==> config.mk <==
export PLATFORM = sky130hd
export DESIGN_NAME = batch_dose_sequencer_core
export DESIGN_NICKNAME = d
export VERILOG_FILES = /design/src/rtl/bds_pkg.sv /design/src/rtl/bds_div.sv /design/src/rtl/bds_datapath.sv /design/src/rtl/bds_ctrl.sv /design/src/rtl/batch_dose_sequencer_core.sv
export SDC_FILE = /design/constraint.sdc
export NUM_CORES = 2
export LEC_CHECK = 0
export ABC_AREA = 1
export BUFFER_PORTS_ARGS = -buffer_cell sky130_fd_sc_hd__buf_2
export CAP_MARGIN = 20
export CORE_AREA = 5 5 285 287
export DETAILED_ROUTE_END_ITERATION = 6
export DIE_AREA = 0 0 290 292
export PLACE_DENSITY = 0.8
export SKIP_LAST_GASP = 1
export SLEW_MARGIN = 0
export SYNTH_ARGS = -nofsm -noshare
export SYNTH_HDL_FRONTEND = slang
export SYNTH_SLANG_ARGS = --single-unit
==> constraint.sdc <==
create_clock -name clk -period 13.7 [get_ports clk]
set_input_delay 1.37 -clock clk [delete_from_list [all_inputs] [get_ports clk]]
set_output_delay 1.37 -clock clk [all_outputs]
set_load 0.1 [all_outputs]
==> src/rtl/bds_pkg.sv <==
// batch dose sequencer: shared types, widths, register indexes and constants
// no dependencies; imported by every rtl module of the block
`timescale 1ns / 1ps
`default_nettype none

package bds_pkg;

  localparam int VOL_W      = 30;
  localparam int RATE_W     = 42;
  localparam int CNT_W      = 20;
  localparam int HZ_W       = 7;
  localparam int WIDTH_W    = 17;
  localparam int DSR_W      = 20;
  localparam int STEP_W     = 6;
  localparam int T_W        = 11;
  localparam int PROD_W     = 24;
  localparam int USED_W     = VOL_W + CNT_W;
  localparam int CFG_IDX_W  = 2;
  localparam int CFG_DATA_W = 20;

  localparam logic [CFG_IDX_W-1:0] REG_LOT_VOLUME       = 2'd0;
  localparam logic [CFG_IDX_W-1:0] REG_VOLUME_IN_LITRES = 2'd1;
  localparam logic [CFG_IDX_W-1:0] REG_BATCH_SECONDS    = 2'd2;

  typedef logic [1:0] div_sel_t;
  localparam div_sel_t DIV_RATE   = 2'd0;
  localparam div_sel_t DIV_PULSE  = 2'd1;
  localparam div_sel_t DIV_PERSEC = 2'd2;

  localparam logic [STEP_W-1:0] RATE_STEPS   = 6'd42;
  localparam logic [STEP_W-1:0] PULSE_STEPS  = 6'd20;
  localparam logic [STEP_W-1:0] PERSEC_STEPS = 6'd30;

  localparam logic [CNT_W-1:0]   BATCH_SECONDS_RST = 20'd3600;
  localparam logic [9:0]         ML_PER_LITRE      = 10'd1000;
  localparam logic [11:0]        SEC_PER_HOUR      = 12'd3600;
  localparam logic [DSR_W-1:0]   PULSE_NUM         = 20'd624000;
  localparam logic [WIDTH_W-1:0] WIDTH_MIN         = 17'd500;
  localparam logic [WIDTH_W-1:0] WIDTH_MAX         = 17'd70000;
  localparam logic [HZ_W-1:0]    HZ_MAX            = 7'd100;
  localparam logic [3:0]         ROUND_UP_TENTHS   = 4'd7;
  localparam logic [12:0]        RECIP_TEN         = 13'd6554;

  typedef struct packed {
    logic     latch_in;
    logic     div_start;
    div_sel_t div_sel;
    logic     save_rate;
    logic     save_t;
    logic     save_hz;
    logic     save_persec;
    logic     save_used;
    logic     commit;
  } ctrl_cmd_t;

  typedef struct packed {
    logic div_idle;
    logic need_pulse;
    logic need_persec;
    logic out_free;
  } dp_status_t;

endpackage

`default_nettype wire

==> src/rtl/bds_div.sv <==
// batch dose sequencer: shared radix-2 restoring divider, one quotient bit per cycle
// depends on bds_pkg
`timescale 1ns / 1ps
`default_nettype none

module bds_div (
  input  logic                        clk,
  input  logic                        rst_n,
  input  logic                        start,
  input  logic [bds_pkg::RATE_W-1:0]  dividend,
  input  logic [bds_pkg::DSR_W-1:0]   divisor,
  input  logic [bds_pkg::STEP_W-1:0]  steps,
  output logic                        idle,
  output logic [bds_pkg::RATE_W-1:0]  quotient
);
  import bds_pkg::*;

  logic              busy_r;
  logic [STEP_W-1:0] cnt_r;
  logic [RATE_W-1:0] dvd_r;
  logic [DSR_W-1:0]  rem_r;
  logic [DSR_W-1:0]  dsr_r;
  logic [DSR_W:0]    partial;
  logic [DSR_W:0]    diff;
  logic              ge;
  logic [DSR_W-1:0]  rem_nxt;

  assign partial = {rem_r, dvd_r[RATE_W-1]};
  assign diff    = partial - {1'b0, dsr_r};
  assign ge      = partial >= {1'b0, dsr_r};
  assign rem_nxt = ge ? diff[DSR_W-1:0] : partial[DSR_W-1:0];

  always_ff @(posedge clk) begin
    if (!rst_n) begin
      busy_r <= 1'b0;
      cnt_r  <= '0;
    end else if (start) begin
      busy_r <= 1'b1;
      cnt_r  <= steps;
    end else if (busy_r) begin
      cnt_r <= cnt_r - 1'b1;
      if (cnt_r == STEP_W'(1)) begin
        busy_r <= 1'b0;
      end
    end
  end

  always_ff @(posedge clk) begin
    if (start) begin
      dvd_r <= dividend;
      rem_r <= '0;
      dsr_r <= divisor;
    end else if (busy_r) begin
      dvd_r <= {dvd_r[RATE_W-2:0], ge};
      rem_r <= rem_nxt;
    end
  end

  assign idle     = !busy_r;
  assign quotient = dvd_r;

endmodule

`default_nettype wire

==> src/rtl/bds_datapath.sv <==
// batch dose sequencer: configuration registers, sequencer state, divider and result register
// depends on bds_pkg and bds_div; driven by bds_ctrl through ctrl_cmd_t
`timescale 1ns / 1ps
`default_nettype none

module bds_datapath (
  input  logic                            clk,
  input  logic                            rst_n,
  input  logic                            cfg_we,
  input  logic [bds_pkg::CFG_IDX_W-1:0]   cfg_index,
  input  logic [bds_pkg::CFG_DATA_W-1:0]  cfg_data,
  input  logic                            in_batch_on,
  input  logic                            in_power_on,
  input  logic                            in_pump_running,
  input  logic                            in_manual_batch,
  input  logic                            in_pulse_seen,
  input  logic [bds_pkg::WIDTH_W-1:0]     in_pulse_width,
  input  logic                            out_stall,
  output logic                            out_valid,
  output logic [bds_pkg::VOL_W-1:0]       out_residual_ml,
  output logic [bds_pkg::RATE_W-1:0]      out_target_rate_ml_h,
  output logic [bds_pkg::HZ_W-1:0]        out_pulse_hz,
  output logic                            out_dosing_active,
  output logic                            out_run_request,
  output logic                            out_wait_request,
  output logic                            out_pulse_consumed,
  input  bds_pkg::ctrl_cmd_t              cmd,
  output bds_pkg::dp_status_t             status
);
  import bds_pkg::*;

  // configuration
  logic [CFG_DATA_W-1:0] lot_volume_r;
  logic                  litres_r;
  logic [CNT_W-1:0]      batch_seconds_r;

  // latched transaction
  logic               batch_on_r;
  logic               power_on_r;
  logic               pump_running_r;
  logic               manual_batch_r;
  logic               pulse_seen_r;
  logic [WIDTH_W-1:0] pulse_width_r;
  logic [VOL_W-1:0]   vol_r;

  // sequencer state
  logic             launched_r;
  logic             manual_done_r;
  logic [CNT_W-1:0] seconds_count_r;
  logic [VOL_W-1:0] residual_r;
  logic [HZ_W-1:0]  hz_r;

  // intermediate results
  logic [RATE_W-1:0] rate_r;
  logic [T_W-1:0]    t_r;
  logic [PROD_W-1:0] prod_r;
  logic [HZ_W-1:0]   hz_calc_r;
  logic [VOL_W-1:0]  persec_r;
  logic [USED_W-1:0] used_r;

  // result register
  logic              out_valid_r;
  logic [VOL_W-1:0]  out_residual_r;
  logic [RATE_W-1:0] out_rate_r;
  logic [HZ_W-1:0]   out_hz_r;
  logic              out_active_r;
  logic              out_run_r;
  logic              out_wait_r;
  logic              out_consumed_r;

  // divider
  logic [RATE_W-1:0] div_dividend;
  logic [DSR_W-1:0]  div_divisor;
  logic [STEP_W-1:0] div_steps;
  logic              div_idle;
  logic [RATE_W-1:0] div_quotient;

  logic [VOL_W-1:0]  lot_ml;
  logic              width_ok;
  logic [CNT_W-1:0]  cnt_inc;
  logic              cont;
  logic [7:0]        q10;
  logic [T_W-1:0]    q10x10;
  logic [T_W-1:0]    t_rem;

  // next state of one step
  logic             launched_nxt;
  logic             manual_done_nxt;
  logic [CNT_W-1:0] seconds_count_nxt;
  logic [VOL_W-1:0] residual_nxt;
  logic [HZ_W-1:0]  hz_nxt;
  logic             run_nxt;
  logic             wait_nxt;
  logic             consumed_nxt;

  always_ff @(posedge clk) begin
    if (!rst_n) begin
      lot_volume_r    <= '0;
      litres_r        <= 1'b0;
      batch_seconds_r <= BATCH_SECONDS_RST;
    end else if (cfg_we) begin
      unique case (cfg_index)
        REG_LOT_VOLUME:       lot_volume_r    <= cfg_data;
        REG_VOLUME_IN_LITRES: litres_r        <= cfg_data[0];
        REG_BATCH_SECONDS:    batch_seconds_r <= cfg_data;
        default: begin
        end
      endcase
    end
  end

  assign lot_ml = VOL_W'(lot_volume_r) * VOL_W'(ML_PER_LITRE);

  always_ff @(posedge clk) begin
    if (cmd.latch_in) begin
      batch_on_r     <= in_batch_on;
      power_on_r     <= in_power_on;
      pump_running_r <= in_pump_running;
      manual_batch_r <= in_manual_batch;
      pulse_seen_r   <= in_pulse_seen;
      pulse_width_r  <= in_pulse_width;
      vol_r          <= litres_r ? lot_ml : VOL_W'(lot_volume_r);
    end
  end

  always_comb begin
    unique case (cmd.div_sel)
      DIV_RATE: begin
        div_dividend = RATE_W'(vol_r) * RATE_W'(SEC_PER_HOUR);
        div_divisor  = batch_seconds_r;
        div_steps    = RATE_STEPS;
      end
      DIV_PULSE: begin
        div_dividend = {PULSE_NUM, {(RATE_W-DSR_W){1'b0}}};
        div_divisor  = DSR_W'(pulse_width_r);
        div_steps    = PULSE_STEPS;
      end
      DIV_PERSEC: begin
        div_dividend = {vol_r, {(RATE_W-VOL_W){1'b0}}};
        div_divisor  = batch_seconds_r;
        div_steps    = PERSEC_STEPS;
      end
      default: begin
        div_dividend = '0;
        div_divisor  = batch_seconds_r;
        div_steps    = RATE_STEPS;
      end
    endcase
  end

  bds_div u_div (
    .clk      (clk),
    .rst_n    (rst_n),
    .start    (cmd.div_start),
    .dividend (div_dividend),
    .divisor  (div_divisor),
    .steps    (div_steps),
    .idle     (div_idle),
    .quotient (div_quotient)
  );

  assign width_ok = (pulse_width_r > WIDTH_MIN) && (pulse_width_r < WIDTH_MAX);
  assign cnt_inc  = seconds_count_r + 1'b1;
  assign cont     = cnt_inc < batch_seconds_r;

  assign status.div_idle    = div_idle;
  assign status.need_pulse  = batch_on_r && power_on_r && !launched_r && !manual_batch_r &&
                              pulse_seen_r && width_ok;
  assign status.need_persec = batch_on_r && power_on_r && launched_r && pump_running_r && cont;
  assign status.out_free    = !out_valid_r || !out_stall;

  // divide by ten through a reciprocal, exact for the quotient range of the pulse path
  assign q10    = prod_r[PROD_W-1:16];
  assign q10x10 = {q10, 3'b000} + {2'b00, q10, 1'b0};
  assign t_rem  = t_r - q10x10;

  always_ff @(posedge clk) begin
    if (cmd.save_rate) begin
      rate_r <= (batch_seconds_r == '0) ? '0 : div_quotient;
    end
    if (cmd.save_t) begin
      t_r    <= div_quotient[T_W-1:0];
      prod_r <= PROD_W'(div_quotient[T_W-1:0]) * PROD_W'(RECIP_TEN);
    end
    if (cmd.save_hz) begin
      hz_calc_r <= HZ_W'(q10) + HZ_W'(t_rem[3:0] >= ROUND_UP_TENTHS);
    end
    if (cmd.save_persec) begin
      persec_r <= div_quotient[VOL_W-1:0];
    end
    if (cmd.save_used) begin
      used_r <= USED_W'(persec_r) * USED_W'(cnt_inc);
    end
  end

  always_comb begin
    launched_nxt      = launched_r;
    manual_done_nxt   = manual_done_r;
    seconds_count_nxt = seconds_count_r;
    residual_nxt      = residual_r;
    hz_nxt            = hz_r;
    run_nxt           = 1'b0;
    wait_nxt          = 1'b0;
    consumed_nxt      = 1'b0;
    if (batch_on_r) begin
      if (power_on_r) begin
        if (!launched_r) begin
          wait_nxt = 1'b1;
          if (!manual_batch_r) begin
            if (pulse_seen_r) begin
              if (width_ok) begin
                hz_nxt = hz_calc_r;
              end
              consumed_nxt = 1'b1;
              if ((hz_nxt != '0) && (hz_nxt <= HZ_MAX)) begin
                launched_nxt = 1'b1;
                run_nxt      = 1'b1;
              end
            end
          end else if (!manual_done_r) begin
            launched_nxt = 1'b1;
            run_nxt      = 1'b1;
          end
        end else if (pump_running_r) begin
          seconds_count_nxt = cnt_inc;
          if (cont) begin
            residual_nxt = ({{CNT_W{1'b0}}, vol_r} > used_r) ?
                           (vol_r - used_r[VOL_W-1:0]) : '0;
            run_nxt      = 1'b1;
          end else begin
            launched_nxt      = 1'b0;
            seconds_count_nxt = '0;
            consumed_nxt      = 1'b1;
            if (manual_batch_r) begin
              manual_done_nxt = 1'b1;
            end
            residual_nxt = vol_r;
            wait_nxt     = 1'b1;
          end
        end else begin
          run_nxt = 1'b1;
        end
      end else begin
        manual_done_nxt   = 1'b0;
        launched_nxt      = 1'b0;
        seconds_count_nxt = '0;
      end
    end
  end

  always_ff @(posedge clk) begin
    if (!rst_n) begin
      launched_r      <= 1'b0;
      manual_done_r   <= 1'b0;
      seconds_count_r <= '0;
      residual_r      <= '0;
      hz_r            <= '0;
    end else if (cmd.commit) begin
      launched_r      <= launched_nxt;
      manual_done_r   <= manual_done_nxt;
      seconds_count_r <= seconds_count_nxt;
      residual_r      <= residual_nxt;
      hz_r            <= hz_nxt;
    end
  end

  always_ff @(posedge clk) begin
    if (!rst_n) begin
      out_valid_r <= 1'b0;
    end else if (cmd.commit) begin
      out_valid_r <= 1'b1;
    end else if (!out_stall) begin
      out_valid_r <= 1'b0;
    end
  end

  always_ff @(posedge clk) begin
    if (cmd.commit) begin
      out_residual_r <= residual_nxt;
      out_rate_r     <= rate_r;
      out_hz_r       <= hz_nxt;
      out_active_r   <= launched_nxt;
      out_run_r      <= run_nxt;
      out_wait_r     <= wait_nxt;
      out_consumed_r <= consumed_nxt;
    end
  end

  assign out_valid            = out_valid_r;
  assign out_residual_ml      = out_residual_r;
  assign out_target_rate_ml_h = out_rate_r;
  assign out_pulse_hz         = out_hz_r;
  assign out_dosing_active    = out_active_r;
  assign out_run_request      = out_run_r;
  assign out_wait_request     = out_wait_r;
  assign out_pulse_consumed   = out_consumed_r;

  a_commit_into_free_slot: assert property (@(posedge clk) disable iff (!rst_n)
    cmd.commit |-> (!out_valid_r || !out_stall))
    else $error("result committed over an untaken transaction");

  a_div_start_idle: assert property (@(posedge clk) disable iff (!rst_n)
    cmd.div_start |-> div_idle)
    else $error("divider started while busy");

  a_run_implies_active: assert property (@(posedge clk) disable iff (!rst_n)
    (out_valid_r && out_run_r) |-> out_active_r)
    else $error("run request without an active batch");

  a_consumed_implies_wait: assert property (@(posedge clk) disable iff (!rst_n)
    (out_valid_r && out_consumed_r) |-> out_wait_r)
    else $error("pulse consumed outside a waiting or end step");

endmodule

`default_nettype wire

==> src/rtl/bds_ctrl.sv <==
// batch dose sequencer: controller state machine sequencing the shared divider
// depends on bds_pkg; commands bds_datapath through ctrl_cmd_t
`timescale 1ns / 1ps
`default_nettype none

module bds_ctrl (
  input  logic                 clk,
  input  logic                 rst_n,
  input  logic                 in_valid,
  output logic                 in_stall,
  input  bds_pkg::dp_status_t  status,
  output bds_pkg::ctrl_cmd_t   cmd
);
  import bds_pkg::*;

  localparam logic [2:0] S_IDLE   = 3'd0;
  localparam logic [2:0] S_PREP   = 3'd1;
  localparam logic [2:0] S_RATE   = 3'd2;
  localparam logic [2:0] S_PULSE  = 3'd3;
  localparam logic [2:0] S_HZ     = 3'd4;
  localparam logic [2:0] S_PERSEC = 3'd5;
  localparam logic [2:0] S_MUL    = 3'd6;
  localparam logic [2:0] S_COMMIT = 3'd7;

  logic [2:0] state_r;
  logic [2:0] state_nxt;
  logic       accept;

  assign in_stall = (state_r != S_IDLE);
  assign accept   = in_valid && !in_stall;

  always_comb begin
    state_nxt = state_r;
    cmd       = '0;
    unique case (state_r)
      S_IDLE: begin
        if (accept) begin
          cmd.latch_in = 1'b1;
          state_nxt    = S_PREP;
        end
      end
      S_PREP: begin
        cmd.div_start = 1'b1;
        cmd.div_sel   = DIV_RATE;
        state_nxt     = S_RATE;
      end
      S_RATE: begin
        if (status.div_idle) begin
          cmd.save_rate = 1'b1;
          if (status.need_pulse) begin
            cmd.div_start = 1'b1;
            cmd.div_sel   = DIV_PULSE;
            state_nxt     = S_PULSE;
          end else if (status.need_persec) begin
            cmd.div_start = 1'b1;
            cmd.div_sel   = DIV_PERSEC;
            state_nxt     = S_PERSEC;
          end else begin
            state_nxt = S_COMMIT;
          end
        end
      end
      S_PULSE: begin
        if (status.div_idle) begin
          cmd.save_t = 1'b1;
          state_nxt  = S_HZ;
        end
      end
      S_HZ: begin
        cmd.save_hz = 1'b1;
        state_nxt   = S_COMMIT;
      end
      S_PERSEC: begin
        if (status.div_idle) begin
          cmd.save_persec = 1'b1;
          state_nxt       = S_MUL;
        end
      end
      S_MUL: begin
        cmd.save_used = 1'b1;
        state_nxt     = S_COMMIT;
      end
      S_COMMIT: begin
        if (status.out_free) begin
          cmd.commit = 1'b1;
          state_nxt  = S_IDLE;
        end
      end
      default: begin
        state_nxt = S_IDLE;
      end
    endcase
  end

  always_ff @(posedge clk) begin
    if (!rst_n) begin
      state_r <= S_IDLE;
    end else begin
      state_r <= state_nxt;
    end
  end

  a_accept_to_prep: assert property (@(posedge clk) disable iff (!rst_n)
    accept |=> (state_r == S_PREP))
    else $error("accepted transaction did not start processing");

  a_commit_returns_idle: assert property (@(posedge clk) disable iff (!rst_n)
    cmd.commit |=> !in_stall)
    else $error("controller not ready after commit");

  a_single_save: assert property (@(posedge clk) disable iff (!rst_n)
    $onehot0({cmd.save_rate, cmd.save_t, cmd.save_hz, cmd.save_persec, cmd.save_used,
              cmd.commit}) || (cmd.save_rate && cmd.div_start))
    else $error("conflicting datapath commands");

endmodule

`default_nettype wire

==> src/rtl/batch_dose_sequencer_core.sv <==
// batch dose sequencer: top level joining controller and datapath
// depends on bds_pkg, bds_ctrl, bds_datapath (and bds_div below it)
// usage:
//   input channel in_*: one transaction per one-second tick, taken when in_valid is high
//   and in_stall is low. result channel out_*: exactly one transaction per input, with
//   out_valid held and the payload stable while out_stall is high.
//   configuration: cfg_we writes cfg_data to register cfg_index (0 lot volume, 1 litre
//   unit, 2 batch seconds); other indexes are ignored; write only while idle.
// sequencing:
//   the shared one-bit-per-cycle divider runs each division in turn. every tick runs the
//   42-step rate division; a waiting tick with an in-range pulse measurement adds a
//   20-step division, and a counting tick adds a 30-step division and a multiply.
//   a new transaction is taken only after the previous one has committed its result.
// reset (rst_n low, synchronous): sequencer state cleared, batch seconds set to 3600,
//   no result pending.
// stall: the result waits in the output register; a new transaction is still accepted
//   and processed, and its result is held back until the pending one is taken.
`timescale 1ns / 1ps
`default_nettype none

module batch_dose_sequencer_core (
  input  logic                            clk,
  input  logic                            rst_n,
  input  logic                            cfg_we,
  input  logic [bds_pkg::CFG_IDX_W-1:0]   cfg_index,
  input  logic [bds_pkg::CFG_DATA_W-1:0]  cfg_data,
  input  logic                            in_valid,
  output logic                            in_stall,
  input  logic                            in_batch_on,
  input  logic                            in_power_on,
  input  logic                            in_pump_running,
  input  logic                            in_manual_batch,
  input  logic                            in_pulse_seen,
  input  logic [bds_pkg::WIDTH_W-1:0]     in_pulse_width,
  output logic                            out_valid,
  input  logic                            out_stall,
  output logic [bds_pkg::VOL_W-1:0]       out_residual_ml,
  output logic [bds_pkg::RATE_W-1:0]      out_target_rate_ml_h,
  output logic [bds_pkg::HZ_W-1:0]        out_pulse_hz,
  output logic                            out_dosing_active,
  output logic                            out_run_request,
  output logic                            out_wait_request,
  output logic                            out_pulse_consumed
);
  import bds_pkg::*;

  ctrl_cmd_t  cmd;
  dp_status_t status;

  bds_ctrl u_ctrl (
    .clk      (clk),
    .rst_n    (rst_n),
    .in_valid (in_valid),
    .in_stall (in_stall),
    .status   (status),
    .cmd      (cmd)
  );

  bds_datapath u_datapath (
    .clk                  (clk),
    .rst_n                (rst_n),
    .cfg_we               (cfg_we),
    .cfg_index            (cfg_index),
    .cfg_data             (cfg_data),
    .in_batch_on          (in_batch_on),
    .in_power_on          (in_power_on),
    .in_pump_running      (in_pump_running),
    .in_manual_batch      (in_manual_batch),
    .in_pulse_seen        (in_pulse_seen),
    .in_pulse_width       (in_pulse_width),
    .out_stall            (out_stall),
    .out_valid            (out_valid),
    .out_residual_ml      (out_residual_ml),
    .out_target_rate_ml_h (out_target_rate_ml_h),
    .out_pulse_hz         (out_pulse_hz),
    .out_dosing_active    (out_dosing_active),
    .out_run_request      (out_run_request),
    .out_wait_request     (out_wait_request),
    .out_pulse_consumed   (out_pulse_consumed),
    .cmd                  (cmd),
    .status               (status)
  );

endmodule

`default_nettype wire

=== Word-level counts from Yosys, hierarchy flattened ===
Index checks and enable logic that the tools add are counted.

* Bits in registers: 483
* Output and inout bits: 85
* Word-level logic and storage cells: 187

* Add/subtract/negate cells: 7
* Multipliers: 4
* Order comparisons: 7
* Eq/ne operators: 22
* Multiplexer cells: 77
* Reductions and logical operators: 32

{| class="wikitable"
|+ Operators by type and width
! cell !! number
|-
| $mux 30 || 6
|-
| $pmux 42 s3 || 1
|-
| $mux 20 || 6
|-
| $mux 42 || 2
|-
| $mux 7 || 11
|-
| $gt 30x50->1 || 1
|-
| $mul 30x20->50 || 1
|-
| $mul 30x8->38 const B || 1
|-
| $mux 1 || 35
|-
| $sub 30x30->30 || 1
|-
| $mul 20x7->27 const B || 1
|-
| $mux 3 || 8
|-
| $mul 11x12->22 const B || 1
|-
| $ge 21x20->1 || 1
|-
| $pmux 3 s7 || 1
|-
| $add 20x1->20 const B || 1
|-
| $logic_not 20->1 || 1
|-
| $lt 20x20->1 || 1
|-
| $sub 20x20->20 || 1
|-
| $gt 17x9->1 const B || 1
|-
| $lt 17x17->1 const B || 1
|-
| $mux 17 || 1
|-
| $ne 2x2->1 const B || 8
|-
| $eq 3x3->1 const B || 4
|-
| other kinds (30) || 53
|}

=== Depth between registers and ports, before layout ===
* Depth in word-level cells: 16
* Mapped depth: 41

=== By module ===
From an unflattened synthesis, not the netlist that was laid out.

* Cell total of the unflattened synthesis: 6146
* Area total of the unflattened synthesis: 51543.2 um^2

{| class="wikitable"
|+ By module, submodules not included
! module !! times used !! cells an instance !! area each (um^2) !! sequential area each (um^2)
|-
| bds_datapath || 1 || 5413 || 46020.4 || 10279.9
|-
| bds_div || 1 || 679 || 5237.5 || 2402.3
|-
| bds_ctrl || 1 || 54 || 285.3 || 60.1
|}

=== Least setup slack after synthesis ===
OpenSTA, ideal clock, no wires.

* Path kind: reg2reg
* From: register u_datapath.seconds_count_r[0]
* To: register u_datapath.used_r[41], data pin
* Arrival: 7176 ps
* Path slack: 6264 ps
* Cell stages (with the launch flop): 35
* Path buffers: 1
* Path through: dfxtp_1 -> ha_1 -> nand2_1 -> inv_2 -> nand3_1 -> nor2_2 -> inv_2 -> nor2_4 -> nand2_1 -> nor2_2 -> xor2_2 -> inv_2 -> clkbuf_1 -> nand2_1 -> fa_1 -> inv_1 -> fa_1 -> inv_1 -> fa_1 -> inv_1 -> fa_1 -> fa_1 -> fa_1 -> inv_1 -> fa_1 -> inv_1 -> ha_1 -> nand2_1 -> nor4_1 -> nand3_1 -> o21ai_0 -> nand2_1 -> nand2_1 -> a21oi_1 -> xnor2_1

* Longest elaborated chain between the ends: 2

{| class="wikitable"
|+ Ends and longest elaborated chain
! what !! line !! RTL
|-
| start: declaration || bds_datapath.sv:49 || <nowiki>logic [CNT_W-1:0] seconds_count_r;</nowiki>
|-
| start signal: assignment || bds_datapath.sv:261 || <nowiki>seconds_count_r <= seconds_count_nxt;</nowiki>
|-
| $add 20x1->20 || bds_datapath.sv:163 || <nowiki>assign cnt_inc = seconds_count_r + 1'b1;</nowiki>
|-
| $mul 30x20->50 || bds_datapath.sv:192 || <nowiki>used_r <= USED_W'(persec_r) * USED_W'(cnt_inc);</nowiki>
|-
| end signal: assignment || bds_datapath.sv:192 ||
|-
| end: declaration || bds_datapath.sv:59 || <nowiki>logic [USED_W-1:0] used_r;</nowiki>
|}

Every way passes these cells.
A chain may end at the register's enable or synchronous reset.

=== Worst setup path after layout ===
Same ends and word-level chain as after synthesis.

==> metrics.md <==
| Metric | Value |
|---|---|
| RSZ-0062 raised after global routing | false |
| Grt total ovfl | 0 |
| Cell count after synthesis | a little under 6000 |
| Max FO, Critical Path | 19 |
| Crit-path slowest cell | inv_1 |
| Crit path depth | 28 |
| Relative slew margins | 0.188 |
| Pre-CTS WS | roughly 4500 ps |
| Register Area | ~0.013 mm^2 |
| CP Data Required Time | 14020 ps |
| Pre-antenna DRT Iters | 7 |
| # fillers | roughly 6400 |
| Sink Count | ~470 |
| Yosys cell types | slightly above 60 |
| Most common library cell in the layout ignoring fill and taps | inv_1 |
| Setup TNS | 0 ps |
| Clock Power Share | 0.136 |
| P_sw | ~5400 uW |
| Total GRT Usage | 0.361 |
| CP dominant cell by count | fa_1 |
| Port buffer count | 133 |
| Slowest cell delay on critical path | 830 ps |
| CTS Buffer Depth | 3 |
| Largest net degree at the start of global routing | 100 |
| Fmax | approximately 110 MHz |
| GPL Wtd Cong | 1.04 |
| Most frequent cells in the layout | inv_1 (1209), nand2_1 (1116), fa_1 (655), nor2_1 (509), ha_1 (470) |
| Status | finished, violations left |
| Hold buffers post-CTS | 0 |
| Routed via count | ~41000 |
| Crit path kind | flop to flop |
| Sw frac | 0.503 |
| Hold crit path type | flop to flop |
| Initial Util | 0.644 |
| PostCTS Resize Cnt | 0 |
| Worst Path Arrival | a little under 10000 ps |
| Endpoints failing setup | 0 |
| Post-synth top flop | edfxtp_1 |
| Slew of the pin with the lowest slew margin | around 1200 ps |
| Asr flop ratio synth | 0 |
| Area Overhead vs Synth | 6.84% |
| Setup ws final | 4190 ps |
| Final nets | 7096 |
| CP bufs+invs | 7 |
| Power share of the combinational group | 0.650 |
| Die Span Y | 292 um |
| Register-to-register setup slack | 4190 ps |
| Setup crit end | u_datapath.used_r[41] |
| Detailed Place HPWL | approximately 120000 um |
| Post-CTS Setup Inserts | 0 |
| Wire per inst | 21.7 um |
| Sequential power share | 0.214 |
| Seq/Total Area, Yosys | 0.252 |
| Total wire length | ~150000 um |
| Syn Std Cell Area | ~0.050 mm^2 |
| CTS H-Tree Depth | 2 |
| Initial antenna violation count | 2 |
| Hold Violations, Final | 0 |
| Core area | 0.0784 mm^2 |
| Root Buffer | clkbuf_16 |
| Internal power | 5310 uW |
| Die ar. | about 0.085 mm^2 |
| CP delay by family, top | adder cells |
| Clk pin slew, worst setup/hold paths | around 70 ps |
| Max-cap viol count | 0 |
| I/O pins | approximately 130 |
| Yosys reg bits | around 470 |
| Worst Setup End Kind | flop |
| TritonCTS clock tree | yes |
| Share of cells above drive strength 1 | 0.0600 |
| Failing checks | design-rule violations |
| Post-Syn Nets | roughly 7000 |
| Reg-to-Reg Start | u_datapath.seconds_count_r[0] |
| Post-synth EDFFs | 337 |
| Fin crit share | 0.694 |
| P_leak | approximately 0.027 uW |
| VDD IR max | roughly 0.61 mV |
| Mapped Avg Cell Area | 8.62 um^2 |
| Die X | between 200 and 300 um |
| Crit path launch | u_datapath.seconds_count_r[0] |
| Area of the multi-input gates | 0.0324 mm^2 |
| Number of remaining DRC errors | 8 |
| Initial DRC Count | a little over 4000 |
| Worst skew pair latency | around 650 ps |
| Syn. warnings | 0 |
| Clock Skews | 91.7 ps |
| Total CTS buffers | between 50 and 60 |
| # rows | a little over 100 |
| Number of global-route vias before repair | 41900 |
| Worst Reg-to-Reg Cells | 28 |
| Antenna-violating nets left | 0 |
| First-pass GRT wire length | 238000 um |
| CP Launch Type | flop |
| Critical R2R Capture | u_datapath.used_r[41] |
| PwrDens | approximately 200 mW/mm^2 |
| Pins Over Slew Limit | 0 |
| DR vias/cell | between 5 and 6 |
| Tmin final | roughly 9500 ps |
layout make-up:
cell class                 instances  area share
sequential                       468       0.236
antenna                            2   0.0000928
inverter                        1234      0.0859
clock buffer                      67      0.0274
tap                             1050      0.0243
multi-input combinational       3991       0.601
timing repair buffer             176      0.0189
clock inverter                    29     0.00594
cell families after synthesis:
kind of cell | share of synthesized area
xor+xnor | 0.0184
compound gates | 0.0912
simple gates | 0.156
fa+ha+maj | 0.376
buf+inv | 0.106
flops | 0.252
synth_stat cells, types with 3 or more instances:
cell type	count	share of area
nor2_4	3	0.00067
buf_1	4	0.00030
nand3_1	115	0.011
nor2_8	3	0.0012
nor2_1	512	0.038
nor4_1	22	0.0027
and3_1	3	0.00037
o22ai_1	5	0.00062
o21ai_0	301	0.030
a22oi_1	7	0.0010
or2_2	40	0.0050
o21bai_1	18	0.0027
o311ai_0	3	0.00052
nand2_1	1116	0.083
buf_6	3	0.00067
nand4_1	38	0.0047
nand3b_1	7	0.0010
o21a_1	21	0.0031
inv_2	14	0.0010
clkbuf_1	135	0.010
o211ai_1	30	0.0045
nor3_1	44	0.0044
a211oi_1	6	0.00089
a21boi_0	5	0.00074
xor2_1	61	0.011
inv_1	1209	0.090
nor2_2	5	0.00062
buf_2	17	0.0017
a21oi_1	348	0.034
dfxtp_1	131	0.052
nand2_4	3	0.00067
buf_4	8	0.0012
a31oi_1	26	0.0032
clkinv_1	11	0.00082
a21o_1	21	0.0031
o21ai_1	27	0.0027
ha_1	470	0.12
o221ai_1	4	0.00069
fa_1	655	0.26
nand2_2	3	0.00037
edfxtp_1	337	0.20
xnor2_1	43	0.0075
a31o_2	3	0.00052
state kept, by name, summed over array words and instances, names as in the netlist, 30 cells and up:
register,cells
u_datapath.residual_r,30
u_datapath.vol_r,30
u_datapath.used_r,50
u_datapath.out_residual_ml,30
u_datapath.rate_r,42
u_datapath.persec_r,30
u_datapath.u_div.quotient,42
u_datapath.out_target_rate_ml_h,42
power groups by stage:
| stage | combinational, uW | clock [uW] | sequential (uW) |
|---|---|---|---|
| after floorplan | 5070 | 0 | 2220 |
| after global placement | 6530 | 0 | 2290 |
| after detailed placement | 6740 | 0 | 2300 |
| after CTS | 6820 | 1470 | 2270 |
| after global routing | 7830 | 1530 | 2300 |
| final | 6940 | 1460 | 2280 |
routing by layer:
layer	wire length, um	vias to the layer above	track usage
li1	-	18500	-
met1	59900	19600	0.486
met2	67600	2242	0.567
met3	16800	492	0.0927
met4	8060	4	0.146
met5	19	-	0
worst min-delay path by stage:
stage	start	end	slack [ps]	cells past startpoint
after floorplan	u_datapath.rate_r[0]	u_datapath.out_target_rate_ml_h[0]	400	0
after global placement	u_datapath.rate_r[22]	u_datapath.out_target_rate_ml_h[22]	400	0
after detailed placement	u_datapath.rate_r[25]	u_datapath.out_target_rate_ml_h[25]	410	0
after CTS	u_datapath.rate_r[14]	u_datapath.out_target_rate_ml_h[14]	340	0
after global routing	u_datapath.rate_r[14]	u_datapath.out_target_rate_ml_h[14]	350	0
final	u_datapath.rate_r[14]	u_datapath.out_target_rate_ml_h[14]	350	0
stage by stage:
step | instance area, um^2 | util | hold slack, ps | power, uW | cells
after global placement | 52100 | 0.665 | 401 | 8820 | 6914
after floorplan | 50500 | - | 400 | 7290 | 5861
after detailed placement | 52100 | 0.665 | 405 | 9030 | 6916
after CTS | 53900 | 0.688 | 335 | 10600 | 7012
final | 54000 | 0.689 | 345 | 10700 | 7017
after global routing | 53900 | 0.689 | 350 | 11700 | 7015
Power figures use the tool's default switching activity.
